`src/rtl/spectral_plane_covariance_accumulator_assert.svh`:
```
// Assertion macros for the spectral plane covariance accumulator.
// Depends on a clock named i_clk and an active-low reset named i_rst_n in scope.
`ifndef SPECTRAL_PLANE_COVARIANCE_ACCUMULATOR_ASSERT_SVH
`define SPECTRAL_PLANE_COVARIANCE_ACCUMULATOR_ASSERT_SVH

`ifndef ASSERT_OFF
`define SPCA_ASSERT_SAME(label, ante, cons) \
    label: assert property (@(posedge i_clk) disable iff (!i_rst_n) (ante) |-> (cons)) \
        else $error("same-cycle check failed");
`define SPCA_ASSERT_NEXT(label, ante, cons) \
    label: assert property (@(posedge i_clk) disable iff (!i_rst_n) (ante) |=> (cons)) \
        else $error("next-cycle check failed");
`else
`define SPCA_ASSERT_SAME(label, ante, cons)
`define SPCA_ASSERT_NEXT(label, ante, cons)
`endif

`endif

```
`src/rtl/spca_pkg.sv`:
```
// Shared types and constants for the spectral plane covariance accumulator.
// No dependencies.
`default_nettype none

package spca_pkg;

    localparam int PLANES   = 128;
    localparam int PLANE_W  = 7;
    localparam int X_W      = 10;
    localparam int Z_W      = 10;
    localparam int COEF_W   = 24;
    localparam int PROD_W   = 2 * COEF_W;
    localparam int NORM_W   = PROD_W + 1;
    localparam int ADD_W    = NORM_W + 1;
    localparam int ACC_W    = 64;
    localparam int ENTRY_W  = ACC_W + 1;
    localparam int APB_AW   = 3;
    localparam int APB_DW   = 32;

    localparam logic KIND_ACCUM = 1'b0;
    localparam logic KIND_READ  = 1'b1;

    localparam logic REG_Z_NYQ = 1'b0;
    localparam logic [Z_W-1:0] Z_NYQ_RESET = 10'd32;

    typedef enum logic [1:0] {
        ST_IDLE,
        ST_SUM,
        ST_ACC
    } t_state;

    typedef enum logic [1:0] {
        W_ZERO,
        W_ONE,
        W_TWO
    } t_weight;

    typedef struct packed {
        logic    mul_en;
        logic    sum_en;
        t_weight weight;
    } t_mac_ctrl;

    typedef struct packed {
        logic [ACC_W-1:0] sum;
        logic             clip;
        logic             write;
    } t_mac_result;

endpackage

`default_nettype wire

```
`src/rtl/spca_mac.sv`:
```
// Weighted multiply and saturating accumulate datapath.
// Depends on spca_pkg.
`default_nettype none

module spca_mac (
    input  wire logic                              i_clk,
    input  wire spca_pkg::t_mac_ctrl               i_ctrl,
    input  wire logic signed [spca_pkg::COEF_W-1:0] i_a_re,
    input  wire logic signed [spca_pkg::COEF_W-1:0] i_a_im,
    input  wire logic signed [spca_pkg::COEF_W-1:0] i_b_re,
    input  wire logic signed [spca_pkg::COEF_W-1:0] i_b_im,
    input  wire logic        [spca_pkg::ACC_W-1:0]  i_old_acc,
    input  wire logic                              i_old_clip,
    output spca_pkg::t_mac_result                  o_result
);
    import spca_pkg::*;

    logic signed [PROD_W-1:0] r_prod_re;
    logic signed [PROD_W-1:0] r_prod_im;
    t_weight                  r_weight_m;
    logic        [ADD_W-1:0]  r_add;
    t_weight                  r_weight_s;
    logic        [NORM_W-1:0] w_norm;
    logic        [ACC_W:0]    w_sum;

    // Stage one: the two real products.
    always_ff @(posedge i_clk) begin
        if (i_ctrl.mul_en) begin
            r_prod_re  <= i_a_re * i_b_re;
            r_prod_im  <= i_a_im * i_b_im;
            r_weight_m <= i_ctrl.weight;
        end
    end

    assign w_norm = {r_prod_re[PROD_W-1], r_prod_re} + {r_prod_im[PROD_W-1], r_prod_im};

    // Stage two: the weighted addend.
    always_ff @(posedge i_clk) begin
        if (i_ctrl.sum_en) begin
            r_add      <= (r_weight_m == W_TWO) ? {w_norm, 1'b0} : {w_norm[NORM_W-1], w_norm};
            r_weight_s <= r_weight_m;
        end
    end

    // Stage three: one extra sign bit exposes overflow of the signed sum.
    assign w_sum = {i_old_acc[ACC_W-1], i_old_acc}
                 + {{(ACC_W + 1 - ADD_W){r_add[ADD_W-1]}}, r_add};

    always_comb begin
        o_result.write = (r_weight_s != W_ZERO);
        o_result.clip  = i_old_clip;
        o_result.sum   = w_sum[ACC_W-1:0];
        if (w_sum[ACC_W] != w_sum[ACC_W-1]) begin
            o_result.clip = 1'b1;
            o_result.sum  = w_sum[ACC_W] ? {1'b1, {(ACC_W-1){1'b0}}}
                                         : {1'b0, {(ACC_W-1){1'b1}}};
        end
    end

endmodule

`default_nettype wire

```
`config.mk`:
```
export PLATFORM = sky130hd
export DESIGN_NAME = spca_mac
export DESIGN_NICKNAME = d
export VERILOG_FILES = /design/src/rtl/spectral_plane_covariance_accumulator_assert.svh /design/src/rtl/spca_pkg.sv /design/src/rtl/spca_mac.sv
export SDC_FILE = /design/constraint.sdc
export NUM_CORES = 2
export LEC_CHECK = 0
export BUFFER_PORTS_ARGS = -buffer_cell sky130_fd_sc_hd__buf_2
export CORE_MARGIN = 1.5
export CORE_UTILIZATION = 40
export DETAILED_ROUTE_END_ITERATION = 8
export GPL_ROUTABILITY_DRIVEN = 0
export SETUP_SLACK_MARGIN = 0.3
export SLEW_MARGIN = 20
export SYNTH_ARGS = -nofsm -noshare
export SYNTH_HDL_FRONTEND = slang
export SYNTH_SLANG_ARGS = --single-unit
```
`constraint.sdc`:
```
create_clock -name i_clk -period 6.9 [get_ports i_clk]
set_input_delay 0.345 -clock i_clk [delete_from_list [all_inputs] [get_ports i_clk]]
set_output_delay 0.345 -clock i_clk [all_outputs]
set_load 0.02 [all_outputs]
```
### Word level (Yosys, flattened, before mapping)

Cells that the tools add are included.

* register bits after elaboration: 150
* input port bits: 166
* output and inout port bits: 66
* logic and storage cells: 16

* add/subtract/negate cells: 2
* multipliers: 2
* equal/unequal tests: 2
* multiplexer cells: 3
* reductions and logical operators: 1

Operators with widths (number)
* $mul 24x24->48: 2
* $add 64x50->65: 1
* $mux 65: 1
* $mux 64: 1
* $add 48x48->49: 1
* $mux 49: 1
* $eq 2x2->1 const B: 1
* $reduce_bool 2->1: 1
* $ne 1x1->1: 1

### Longest topological paths before layout

* depth after elaboration: 3
* depth in mapped cells: 28
* mapped depth without buffers: 27

### Worst setup path after synthesis

No wires, ideal clock.

* kind: input to register
* start point: input port i_b_re[0] in the netlist's numbering
* end point: register r_prod_re[47], data pin
* setup time: 0.260 ns
* data arrival time: 6.888 ns
* data required time: 6.640 ns
* path slack: -0.248 ns
* cell stages on the path: 27
* buffers on the path: 1
* cells stage by stage: clkbuf_1 > and2_1 > fa_1 > inv_1 > fa_1 > fa_1 > inv_1 > fa_1 > inv_1 > fa_1 > inv_1 > fa_1 > inv_1 > fa_1 > inv_1 > ha_1 > a211o_1 > a21oi_1 > o21ai_0 > a221oi_1 > o41ai_1 > a211oi_1 > or4_1 > a21oi_1 > a2111o_1 > a21oi_1 > xnor2_1

* longest elaborated chain between the ends: 1

Ends and longest elaborated chain
* start: declaration: RTL line spca_mac.sv:10 `input wire logic signed [spca_pkg::COEF_W-1:0] i_b_re,`
* $mul 24x24->48: RTL line spca_mac.sv:29 `r_prod_re <= i_a_re * i_b_re;`
* end signal: assignment: RTL line spca_mac.sv:29
* end: declaration: RTL line spca_mac.sv:18 `logic signed [PROD_W-1:0] r_prod_re;`

No other way between the ends.
A chain may end at the register's enable or synchronous reset.

### Worst setup path in the final report

* start point: input port i_b_im[14] in the netlist's numbering
* end point: register r_prod_im[43], data pin

* longest elaborated chain between the ends: 1

Ends and longest elaborated chain
* start: declaration: RTL line spca_mac.sv:11 `input wire logic signed [spca_pkg::COEF_W-1:0] i_b_im,`
* $mul 24x24->48: RTL line spca_mac.sv:30 `r_prod_im <= i_a_im * i_b_im;`
* end signal: assignment: RTL line spca_mac.sv:30
* end: declaration: RTL line spca_mac.sv:19 `logic signed [PROD_W-1:0] r_prod_im;`

No other way between the ends.

==> summary.md <==
| Metric | Value |
|---|---|
| Die W | 369 µm |
| Period utilisation layout | 0.963 |
| Rows | about 130 |
| Vias in the first global route | 42900 |
| Origin of the critical flop-to-flop path | r_prod_re[0] |
| Seq/Total Area, Yosys | 0.0840 |
| Post-synth EDFFs | 150 |
| Total routed wirelength | 141000 µm |
| Worst Path Max Fanout | 5 |
| GRT Residual Overflow | 0 |
| Detailed Routing Iterations Pass 1 | 6 |
| Count leader, synth | inv_1 |
| Commonest cells post-synth | 1220 x inv_1, 1216 x fa_1, 716 x nand2_1 |
| Port-buffer cells | 231 |
| Main synth FF type | edfxtp_1 |
| Worst rel slew slack | 0.498 |
| Req. time, crit path | around 7.1 ns |
| Unrepaired setup endpoints after global routing | yes |
| DP HPWL | 123000 µm |
| Met3 usage | 0.0234 |
| Number of clock sinks | 150 |
| Total global-route track usage | 0.212 |
| Area Growth Syn to Fin | 15.5% |
| Critical Path Start Type | input port |
| Post-route ant nets | 0 |
| Synthesized area per cell | 9.34 µm² |
| Worst setup margin | 0.258 ns |
| Syn. warnings | 0 |
| Reg clk slew, reported paths | 0.07 ns |
| Minimum clock period | 6.64 ns |
| Crit. End Element | flop |
| Synth Register Bits | 150 |
| Place WS | -0.470 ns |
| Mapped Nets | 7501 |
| Iteration-0 DRC Markers | 2372 |
| Synth area leaders | fa_1 45%, ha_1 8.9%, inv_1 8.5% |
| Post-Synthesis Cells | 5739 |
| Routed via count | 40200 |
| Hold crit path type | in2reg |
| H-tree levels | 4 |
| Clock skew after layout | approximately 0.015 ns |
| Hold-fix buffers, CTS | 0 |
| Met2 Use GR | 0.372 |
| Die area | ~140000 µm² |
| Min-delay src | i_ctrl[0] |
| Final #Nets | 7996 |
| Grt met1 use | 0.277 |
| Die height | 369 µm |
| CTS Buf Count | 17 |
| TritonCTS clock tree | yes |
| Status | complete, no violations |
| Worst setup startpoint | i_b_im[14] |
| Ys async rst share | 0 |
| Slew @ Worst Pin | 0.753 ns |
| Maximum clock frequency | between 0.15 and 0.2 GHz |
| Synth area leader | fa_1 |
| Core Box Area | 133000 µm² |
| Post-place instance area | 59900 µm² |
| Starting Density | 0.402 |
| Share of layout cells above drive strength 1 | 0.162 |
| Yosys cell types | 80 |
| Max Cap Viol | 0 |
| Largest net degree at the start of global routing | 53 |
| CTS Buffer Depth | 2 |
| Clk_lat worst skew | 0.45 ns |
| Final hold vios | 0 |
| Initial antenna violation count | 6 |
| Worst EP arrival | 6.82 ns |
| Post-route cell area | 61900 µm² |
| Synthesized area | 53600 µm² |
| Number of remaining DRC errors | 0 |
| IO Count | 232 |
| Root buf cell | clkbuf_16 |
| Final setup viols | 0 |
| Via/cell ratio | 5.02 |
| Avg WL per Cell | 17.6 µm |
| Util after Layout | 0.465 |
| First-pass GRT wire length | 228000 µm |
| WS Path Type | in2reg |
| GR peak layer | met2 |
| Max-slew violation count | 0 |
| Post-synth top area share | 0.454 |
flip-flops by register name (all words and copies together) (netlist names):
name	count
r_add	50
r_weight_m	2
r_prod_im	48
r_prod_re	48
r_weight_s	2
critical path: stages:
cell and delay, ns:
buf_12 0.11, and2_4 0.15, fa_1 0.55, inv_2 0.04, fa_1 0.53, inv_1 0.05, fa_1 0.49, inv_2 0.04
fa_1 0.52, inv_2 0.04, fa_1 0.51, fa_1 0.56, inv_2 0.04, fa_1 0.51, inv_2 0.05, ha_4 0.25
and3_4 0.20, nand4_1 0.12, a311oi_2 0.35, o211ai_1 0.22, nand4b_1 0.24, a41o_1 0.26, a41oi_2 0.14, a2bb2oi_2 0.21
nor2b_2 0.17, xnor2_1 0.12
area by class of cell:
| type | count | area [µm²] |
|---|---|---|
| Antenna cell | 1 | 2.50 |
| Clock buffer | 18 | 429 |
| Clock inverter | 14 | 139 |
| Fill cell | 12700 | 71400 |
| Inverter | 1223 | 4600 |
| Multi-Input combinational cell | 4116 | 44300 |
| Sequential cell | 150 | 4500 |
| Tap cell | 1768 | 2210 |
| Timing Repair Buffer | 726 | 5790 |
routing by layer:
layer / vias up / part of all wire
li1: 18400 / -
met2: 1012 / 0.50
met1: 20600 / 0.42
met5: - / 0.00014
met4: 4 / 0.028
met3: 192 / 0.049
kinds of logic after synthesis:
| family | synth area share |
|---|---|
| mux | 0.00257 |
| buf+inv | 0.104 |
| flops | 0.0840 |
| compound gates | 0.0852 |
| fa+ha+maj | 0.544 |
| simple gates | 0.145 |
| xor+xnor | 0.0353 |
placed cells by master (no fill, tap or decap), types with 34 or more instances in the layout:
cell,synthesis,routed
a21o_1,107,107
a21oi_1,205,186
a21oi_2,40,59
and2_1,546,512
and2_4,0,34
buf_2,10,162
buf_4,1,457
buf_6,7,49
edfxtp_1,150,150
fa_1,1216,1180
fa_2,0,36
ha_1,380,365
inv_1,1220,1193
nand2_1,716,705
nand3_1,36,34
nand4_1,35,35
nor2_1,131,126
o21ai_0,148,134
xnor2_1,145,145
xor2_1,68,68
path summary, 6_finish.rpt:
path | end | slack (ns) | cells past startpoint
max | r_prod_im[43] | 0.26 | 26
min | r_weight_m[0] | 0.10 | 1
max reg2reg | r_add[43] | 2.63 | 14
min reg2reg | r_weight_s[1] | 0.49 | 0
metrics by stage:
step | hold slack [ns] | setup TNS, ns | std cells
finish | 0.101 | 0 | 8016
CTS | 0.102 | 0 | 7983
global placement | 0.467 | -4.98 | 7943
floorplan | 0.441 | 0 | 5739
detailed placement | 0.472 | -6.16 | 7943
global route | 0.101 | 0 | 8016
what timing repair did:
action / 4_1_cts / 5_1_grt
cloned: 2 / 2
pin swaps: 59 / 123
setup endpoints to repair: 17 / 28
resized for setup: 118 / 206
buffers inserted: 6 / 29
Power is not shown: default switching activity piles up to over one toggle a cycle in this logic, so the estimate is an artifact.
