## src/rtl/spectral_plane_covariance_accumulator_assert.svh

```systemverilog
// Assertion macros for the spectral plane covariance accumulator.
// Depends on a clock named i_clk and an active-low reset named i_rst_n in scope.
`ifndef SPECTRAL_PLANE_COVARIANCE_ACCUMULATOR_ASSERT_SVH
`define SPECTRAL_PLANE_COVARIANCE_ACCUMULATOR_ASSERT_SVH

`ifndef ASSERT_OFF
`define SPCA_ASSERT_SAME(label, ante, cons) \
    label: assert property (@(posedge i_clk) disable iff (!i_rst_n) (ante) |-> (cons)) \
        else $error("same-cycle check failed");
`define SPCA_ASSERT_NEXT(label, ante, cons) \
    label: assert property (@(posedge i_clk) disable iff (!i_rst_n) (ante) |=> (cons)) \
        else $error("next-cycle check failed");
`else
`define SPCA_ASSERT_SAME(label, ante, cons)
`define SPCA_ASSERT_NEXT(label, ante, cons)
`endif

`endif

```

## src/rtl/spca_ram.sv

```systemverilog
// Generic single-port-write, single-port-read RAM with a registered read.
// No dependencies.
`default_nettype none

module spca_ram #(
    parameter int WIDTH = 8,
    parameter int DEPTH = 16
) (
    input  wire logic                     i_clk,
    input  wire logic                     i_we,
    input  wire logic [$clog2(DEPTH)-1:0] i_waddr,
    input  wire logic [WIDTH-1:0]         i_wdata,
    input  wire logic                     i_re,
    input  wire logic [$clog2(DEPTH)-1:0] i_raddr,
    output logic      [WIDTH-1:0]         o_rdata
);

    logic [WIDTH-1:0] r_mem [DEPTH];

    // Read data holds until the next read enable.
    always_ff @(posedge i_clk) begin
        if (i_we) begin
            r_mem[i_waddr] <= i_wdata;
        end
        if (i_re) begin
            o_rdata <= r_mem[i_raddr];
        end
    end

endmodule

`default_nettype wire

```

## config.mk

```make
export PLATFORM = sky130hd
export DESIGN_NAME = spca_ram
export DESIGN_NICKNAME = d
export VERILOG_FILES = /design/src/rtl/spectral_plane_covariance_accumulator_assert.svh /design/src/rtl/spca_ram.sv
export SDC_FILE = /design/constraint.sdc
export NUM_CORES = 1
export LEC_CHECK = 0
export ABC_AREA = 1
export BUFFER_PORTS_ARGS = -buffer_cell sky130_fd_sc_hd__buf_4
export CORE_MARGIN = 4
export CORE_UTILIZATION = 30
export CTS_BUF_LIST = sky130_fd_sc_hd__clkbuf_4 sky130_fd_sc_hd__clkbuf_8 sky130_fd_sc_hd__clkbuf_16
export DETAILED_ROUTE_END_ITERATION = 10
export PLACE_DENSITY = 0.47
export SETUP_SLACK_MARGIN = 0.02
export SYNTH_ARGS = -nofsm -noshare
export SYNTH_HDL_FRONTEND = slang
export SYNTH_SLANG_ARGS = --single-unit
export TNS_END_PERCENT = 1
```

## constraint.sdc

```tcl
create_clock -name i_clk -period 0.9 [get_ports i_clk]
set_input_delay 0 -clock i_clk [delete_from_list [all_inputs] [get_ports i_clk]]
set_output_delay 0 -clock i_clk [all_outputs]
set_load 0.05 [all_outputs]
```

## Word-level counts from Yosys, hierarchy flattened

Memory sizes are Yosys's and may differ from the RTL's. A register that Yosys moved wholly into a read port is not among the register bits.
Index checks and enable logic that the tools add are counted.

| storage, ports and cells | value |
|---|---|
| memory bits (writable) | 128 |
| memories | 1 |
| flip-flop bits (word level) | 0 |
| latch bits | 0 |
| ROM bits | 0 |
| output and inout port bits | 8 |
| input port bits | 19 |

| cells by class | value |
|---|---|
| shift-type cells | 0 |
| eq/ne operators | 0 |
| add/subtract/negate cells | 0 |
| magnitude comparators | 0 |
| multipliers | 0 |
| divide/modulo/power cells | 0 |
| mux-type cells | 2 |
| bitwise logic cells | 0 |
| reductions and logical operators | 0 |

Memories:

| memory | words | width | rd ports | clocked after memory_dff | write ports | line | text |
|---|---|---|---|---|---|---|---|
| r_mem | 16 | 8 | 1 | 1 | 1 | spca_ram.sv:18 | `logic [WIDTH-1:0] r_mem [DEPTH];` |

Operators by type and width:

| kind | count |
|---|---|
| 1-bit 2-to-1 mux | 2 |

## Logic depth before layout (Yosys ltp)

Gate-level depths: netlist of the first run.

| depth | value |
|---|---|
| depth in word-level cells | 2 |
| mapped depth | 8 |
| depth with buffers taken out | 7 |

## Worst setup path before layout of the first run

No wires, ideal clock.

| path | value |
|---|---|
| kind | in2reg |
| start | in i_waddr[3] |
| end | mem r_mem[4][0] (enable) |
| stages | 2 |
| path buffers | 0 |
| path slack | -0.051 ns |
| setup time | 0.370 ns |
| data required time | 0.530 ns |
| arrival | 0.581 ns |
| cells stage by stage | nand3b_1 -> nor2_1 |

RTL lines:

| what | line | text |
|---|---|---|
| from (decl) | spca_ram.sv:11 | `input wire logic [$clog2(DEPTH)-1:0] i_waddr,` |
| to (decl) | spca_ram.sv:18 |  |

Straight into the memory's write port.

==> impl_results.md, run 1 <==
- Post-CTS setup repair buffer count: 0
- Lkg Pwr: 3.14 nW
- PortBufs: 26
- RSZ-0062 raised after global routing: yes
- Fillers: 1854
- Clk_skew: 6.33 ps
- Vias in the first global route: 3831
- Mean Syn Cell Area: 10.6 sq um
- Final HPWL DP: 9.42 mm
- Yosys warning total: 0
- Final Net Count: 638
- Worst hold margin: 11.3 ps
- Run status: complete, but fails checks
- DRC: 0
- GRT Overall Usage: 13.5%
- Gate family responsible for the most delay along the worst path: simple AND/OR/NAND/NOR gates
- Data arrival, critical path: 1260 ps
- Finished Layout Cells: 892
- Failing checks: negative setup slack
- Setup violations, final: 16
- Largest stage delay, worst path: 350 ps
- Root Driver: clkbuf_16
- Power Dens Cells: 2030 mW/mm^2
- Setup ws final: -201 ps
- CP Launch Type: flop
- Die width: 148 um
- Library cells used by synthesis: 11
- Crit-path most repeated cell: nand3_2
- Final Max Slew Viols: 0
- CP cell instances: inv_1 > nand2_1 > nand3_2 > nand3_2 > nand3_2 > nand2_2
- Share of layout cells above drive strength 1: 19.1%
- Sequential fraction of the synthesis area: 69.8%
- Worst Path Max Fanout: 1
- GR Overflow Total: 0
- Commonest cells after routing, fill and taps aside: nand2_1, edfxtp_1, inv_1, nand3_1, buf_4
- Routed wire per std cell: 15.8 um
- Core Area: 0.0190 sq mm
- Crit Path Class: reg2reg
- Row count: 50
- DRT Wirelength: 14.1 mm
- F_max: 908 MHz
- Crit path capture type: flop
- Placed instance count: 850
- Hold Crit Class: in2reg
- Synthesized flop and latch total: 136
- Synth Cell Area: 0.00585 sq mm
- Skew-Pair Late Insertion Delay: 410 ps
- CP max-delay cell: edfxtp_1
- Critical path buffers and inverters: 1
- Total die area: 0.0218 sq mm
- CTS max path bufs: 2
- Reg clk slew, reported paths: 60 ps
- Ant diodes: 0
- Clk sink count: 136
- CTS tree: yes
- H-Tree Level Count: 4
- Final period util: 122%
- Most common cell after layout, fill and taps aside: nand2_1
- Chip height: 148 um
- Rel. slew slack: 76.4%
- I/O pins: 27
- Antenna Nets Post-Route: 0
- Setup tns final: -2080 ps
- Area grow syn2layout: 26.0%
- Peak supply drop: 1.30 mV
- Synth Instances: 551
- Initial antenna violation count: 0
- Critical path required time: 1060 ps
- Hold violation count in the final report: 0
- Initial Util: 30.8%
- Final min period: 1100 ps
- Max_cap viols: 0
- Final Wtd Congestion: 0.802
- Final Util: 38.9%
- Vias: 3837
- Initial DRC Count: 240
- Least-Margin Pin Slew: 354 ps
- Largest net degree at the start of global routing: 40
- First-pass GRT wire length: 22.1 mm
- Post-Syn Nets: 570
- 1st-pass router iterations: 4
- Num CTS Buffers: 17
- Vias/cell: 4.30
[stage by stage]
stage | setup WS (ps) | cell area [sq um] | total power (W)
after floorplan | -50.8 | 5850 | 0.00791
after detailed placement | -338 | 6540 | 0.00839
after CTS | -188 | 7290 | 0.0151
final | -201 | 7370 | 0.0150
after global placement | -318 | 6540 | 0.00839
after global routing | -276 | 7370 | 0.0155
[flip-flops by register name (all words and copies together), names as in the netlist]
register,flops
r_mem,128
o_rdata,8
[Yosys cell counts (all sizes together)]
cell type	number	share of area [%]
nand2	173	11
edfxtp	136	70
inv	102	6.5
nand3	97	8.3
buf	24	2.8
nor2	17	1.1
nand3b	2	0.26
[worst paths after layout]
| check | endpoint | cells past startpoint | startpoint | slack [ps] |
|---|---|---|---|---|
| worst max-delay path | o_rdata[4] | 6 | r_mem[6][4] | -200 |
| worst min-delay path | o_rdata[0] | 3 | i_raddr[3] | 10 |
| worst max register to register | o_rdata[4] | 6 | r_mem[6][4] | -200 |
| worst min register to register | o_rdata[7] | 6 | r_mem[11][7] | 740 |
[timing repair]
item                                    4_1_cts  5_1_grt
hold endpoints to repair                    137        0
hold buffers                                 10        0
pin swaps                                     6        8
resized for setup                            18       17
endpoints found under the setup margin       16       16
[metal layers]
metal	GRT usage (%)	part of all wire (%)	vias up
li1	-	-	1916
met1	17.6	47	1831
met2	21.7	48	73
met3	4.26	4.5	17
met4	4.19	1.4	0
met5	0	0	-
[kinds of logic after synthesis]
family	synth area share, %
simple gates	20.8
buf+inv	9.39
flops	69.8
[power breakdown]
group	leakage [nW]	switching [W]	total, W	internal, W
registers	1.24	0.0000507	0.00719	0.00714
logic	1.63	0.000749	0.00116	0.000415
clock network	0.268	0.00258	0.00664	0.00406
[worst reg2reg max path, cell delays in order, from the launching register on]
cell,delay [ps]
edfxtp_1,350
inv_1,70
nand2_1,70
nand3_2,100
nand3_2,80
nand3_2,80
nand2_2,90
[layout make-up]
cell class                      instances  area, sq um  share of cell area [%]
Sequential cell                       136         4080                    55.4
Multi-Input combinational cell        289         1340                    18.2
Timing Repair Buffer                   73          666                    9.03
Clock buffer                           18          433                    5.88
Inverter                              102          383                    5.20
Tap cell                              260          325                    4.42
Clock inverter                         14          134                    1.82
No activity file was read; power rests on OpenSTA's default activity.
==> run 2: changes to the inputs <==
--- a/config.mk
+++ b/config.mk
@@ -11,7 +11,7 @@
 export CORE_UTILIZATION = 30
 export CTS_BUF_LIST = sky130_fd_sc_hd__clkbuf_4 sky130_fd_sc_hd__clkbuf_8 sky130_fd_sc_hd__clkbuf_16
 export DETAILED_ROUTE_END_ITERATION = 10
-export PLACE_DENSITY = 0.47
+export PLACE_DENSITY = 0.46
 export SETUP_SLACK_MARGIN = 0.02
 export SYNTH_ARGS = -nofsm -noshare
 export SYNTH_HDL_FRONTEND = slang
==> constraint.sdc (replaced) <==
create_clock -name i_clk -period 1.33 [get_ports i_clk]
set_input_delay 0 -clock i_clk [delete_from_list [all_inputs] [get_ports i_clk]]
set_output_delay 0 -clock i_clk [all_outputs]
set_load 0.05 [all_outputs]
==> run 2 against run 1 <==
  * The flow now finishes without violations
  * Fmax is 10% lower
  * Critical path type unchanged
  * Worst setup slack better by 310 ps
  * Largest power group unchanged
  * Clock-buffer cell count is 1 higher
  * Via count is 1.3% lower
==> impl_results.md, run 2 (synthesized netlist as in run 1, its figures left out) <==
- Run status: complete, no violations
- CP Launch Type: flop
- CP cell instances: inv_1 > nand2_1 > nand3_1 > nand3_1 > nand3_1 > nand2_1
- Final period util: 92.0% (-30 points)
- Final HPWL DP: 8.92 mm (-5.3%)
- GR Overflow Total: 0 (unchanged)
- Lkg Pwr: 3.03 nW (-3.4%)
- Final Wtd Congestion: 0.793 (-1.1%)
- Fillers: 1870 (+0.86%)
- PortBufs: 26 (unchanged)
- Routed wire per std cell: 16.2 um (+2.4%)
- Clk_skew: 23.6 ps (+17.3 ps)
- Ant diodes: 0 (unchanged)
- Vias in the first global route: 3900 (+1.8%)
- Met1 usage: 18.3% (+0.73 points)
- Num CTS Buffers: 17 (unchanged)
- Grt met3 use: 3.49% (-0.77 points)
- Top flop regs: r_mem x128, o_rdata x8
- Reg clk slew, reported paths: 60 ps (about the same)
- CTS tree: yes
- DRC: 0 (unchanged)
- I/O pins: 27 (unchanged)
- RSZ-0062 raised after global routing: no
- GRT Overall Usage: 13.8% (+0.26 points)
- Commonest cells after routing, fill and taps aside: nand2_1, edfxtp_1, inv_1, nand3_1, buf_4
- Largest net degree at the start of global routing: 33 (-18%)
- Setup violations, final: 0 (-16)
- CTS max path bufs: 2 (unchanged)
- Crit path capture type: flop
- Initial antenna violation count: 0 (unchanged)
- GR Layer Usage met2: 22.3% (+0.67 points)
- Power Dens Cells: 1430 mW/mm^2 (-30%)
- Vias/cell: 4.30 (about the same)
- DRT Wirelength: 14.2 mm (+1.0%)
- 1st-pass router iterations: 4 (unchanged)
- Initial Util: 30.8% (unchanged)
- Resized cells post-CTS: 0 (-18)
- Share of layout cells above drive strength 1: 13.2% (-5.9 points)
- Initial DRC Count: 264 (+10%)
- Largest stage delay, worst path: 370 ps (+20 ps)
- Die width: 148 um (unchanged)
- Peak supply drop: 0.612 mV (-53%)
- Vias: 3788 (-1.3%)
- Critical path buffers and inverters: 1 (unchanged)
- First-pass GRT wire length: 22.5 mm (+1.6%)
- Max FFs per register: 128 (unchanged)
- Data arrival, critical path: 1380 ps (+120 ps)
- Setup tns final: 0 ps (+2080 ps)
- Row count: 50 (unchanged)
- Gate family responsible for the most delay along the worst path: simple AND/OR/NAND/NOR gates
- Total die area: 0.0218 sq mm (unchanged)
- Most common cell after layout, fill and taps aside: nand2_1
- Core Area: 0.0190 sq mm (unchanged)
- Worst hold margin: 74.7 ps (+63.4 ps)
- Hold Crit Class: in2reg
- Final Max Slew Viols: 0 (unchanged)
- Least-Margin Pin Slew: 657 ps (+303 ps)
- Post-CTS setup repair buffer count: 0 (unchanged)
- Final Net Count: 627 (-1.7%)
- Skew-Pair Late Insertion Delay: 420 ps (about the same)
- Antenna Nets Post-Route: 0 (unchanged)
- Rel. slew slack: 56.1% (-20 points)
- Most Crowded Layer GR: met2
- F_max: 817 MHz (-10%)
- Hold violation count in the final report: 0 (unchanged)
- Max_cap viols: 0 (unchanged)
- Root Driver: clkbuf_16
- Area grow syn2layout: 21.6%
- Worst Path Max Fanout: 1 (unchanged)
- Final min period: 1220 ps (+123 ps)
- Biggest register: r_mem
- H-Tree Level Count: 4 (unchanged)
- Critical path required time: 1480 ps (+420 ps)
- Clk sink count: 136 (unchanged)
- Chip height: 148 um (unchanged)
- Crit Path Class: reg2reg
- CP max-delay cell: edfxtp_1
- Crit-path most repeated cell: nand3_1
run 2: cell count changes in the layout (fill, tap and decap cells not counted), moves of 2 or more:
cell,before,now
buf_12,5,3
buf_6,8,0
clkinv_2,3,5
clkinv_4,2,0
clkinvlp_4,4,1
nand2_1,171,173
nand2_2,2,0
nand3_1,72,97
nand3_2,25,0
run 2: layer usage:
metal	share of wire (%)	up-vias
met3	5.2	4
met4	0.68	0
li1	-	1890
met2	49	79
met5	0	-
met1	45	1815
run 2: timing repair:
action / in CTS / in global routing
hold buffers: 10 / 0
endpoints found under the hold margin: 142 / 0
endpoints found under the setup margin: 0 / 0
run 2: per-stage QoR:
step	instance area (sq um)	util, %	worst slack (ps)	total power (W)	std cells
2_1_floorplan	5850	-	379	0.00535	551
3_3_place_gp	6430	33.9	6.05	0.00565	839
3_5_place_dp	6430	33.9	7.11	0.00566	839
4_1_cts	7110	37.5	114	0.0103	880
5_1_grt	7110	37.5	63.3	0.0106	880
6_report	7110	37.5	106	0.0102	880
run 2: worst register-to-register path, stage by stage (launching register included):
cell and delay (ps):
edfxtp_1 370, inv_1 70, nand2_1 40, nand3_1 90, nand3_1 130, nand3_1 170, nand2_1 70
run 2: report_power, final:
part / leakage [nW] / internal [W] / switching (W)
Combinational: 1.51 / 0.000232 / 0.000497
Clock: 0.285 / 0.00293 / 0.00164
Sequential: 1.24 / 0.00483 / 0.0000271
run 2: final timing paths:
check / slack, ps / to / cells past startpoint / from
max: 110 / o_rdata[4] / 6 / r_mem[5][4]
min: 70 / o_rdata[0] / 4 / i_raddr[2]
max reg2reg: 110 / o_rdata[4] / 6 / r_mem[5][4]
min reg2reg: 760 / o_rdata[0] / 6 / r_mem[10][0]
run 2: area by class of cell:
class / instances / area [sq um] / share of cell area [%]
multi-input cells: 289 / 1210 / 17.1
flip-flops and latches: 136 / 4080 / 57.5
well taps: 260 / 325 / 4.58
clock inverters: 12 / 134 / 1.88
inverters: 102 / 383 / 5.39
repair buffers: 62 / 528 / 7.43
clock buffers: 19 / 440 / 6.20
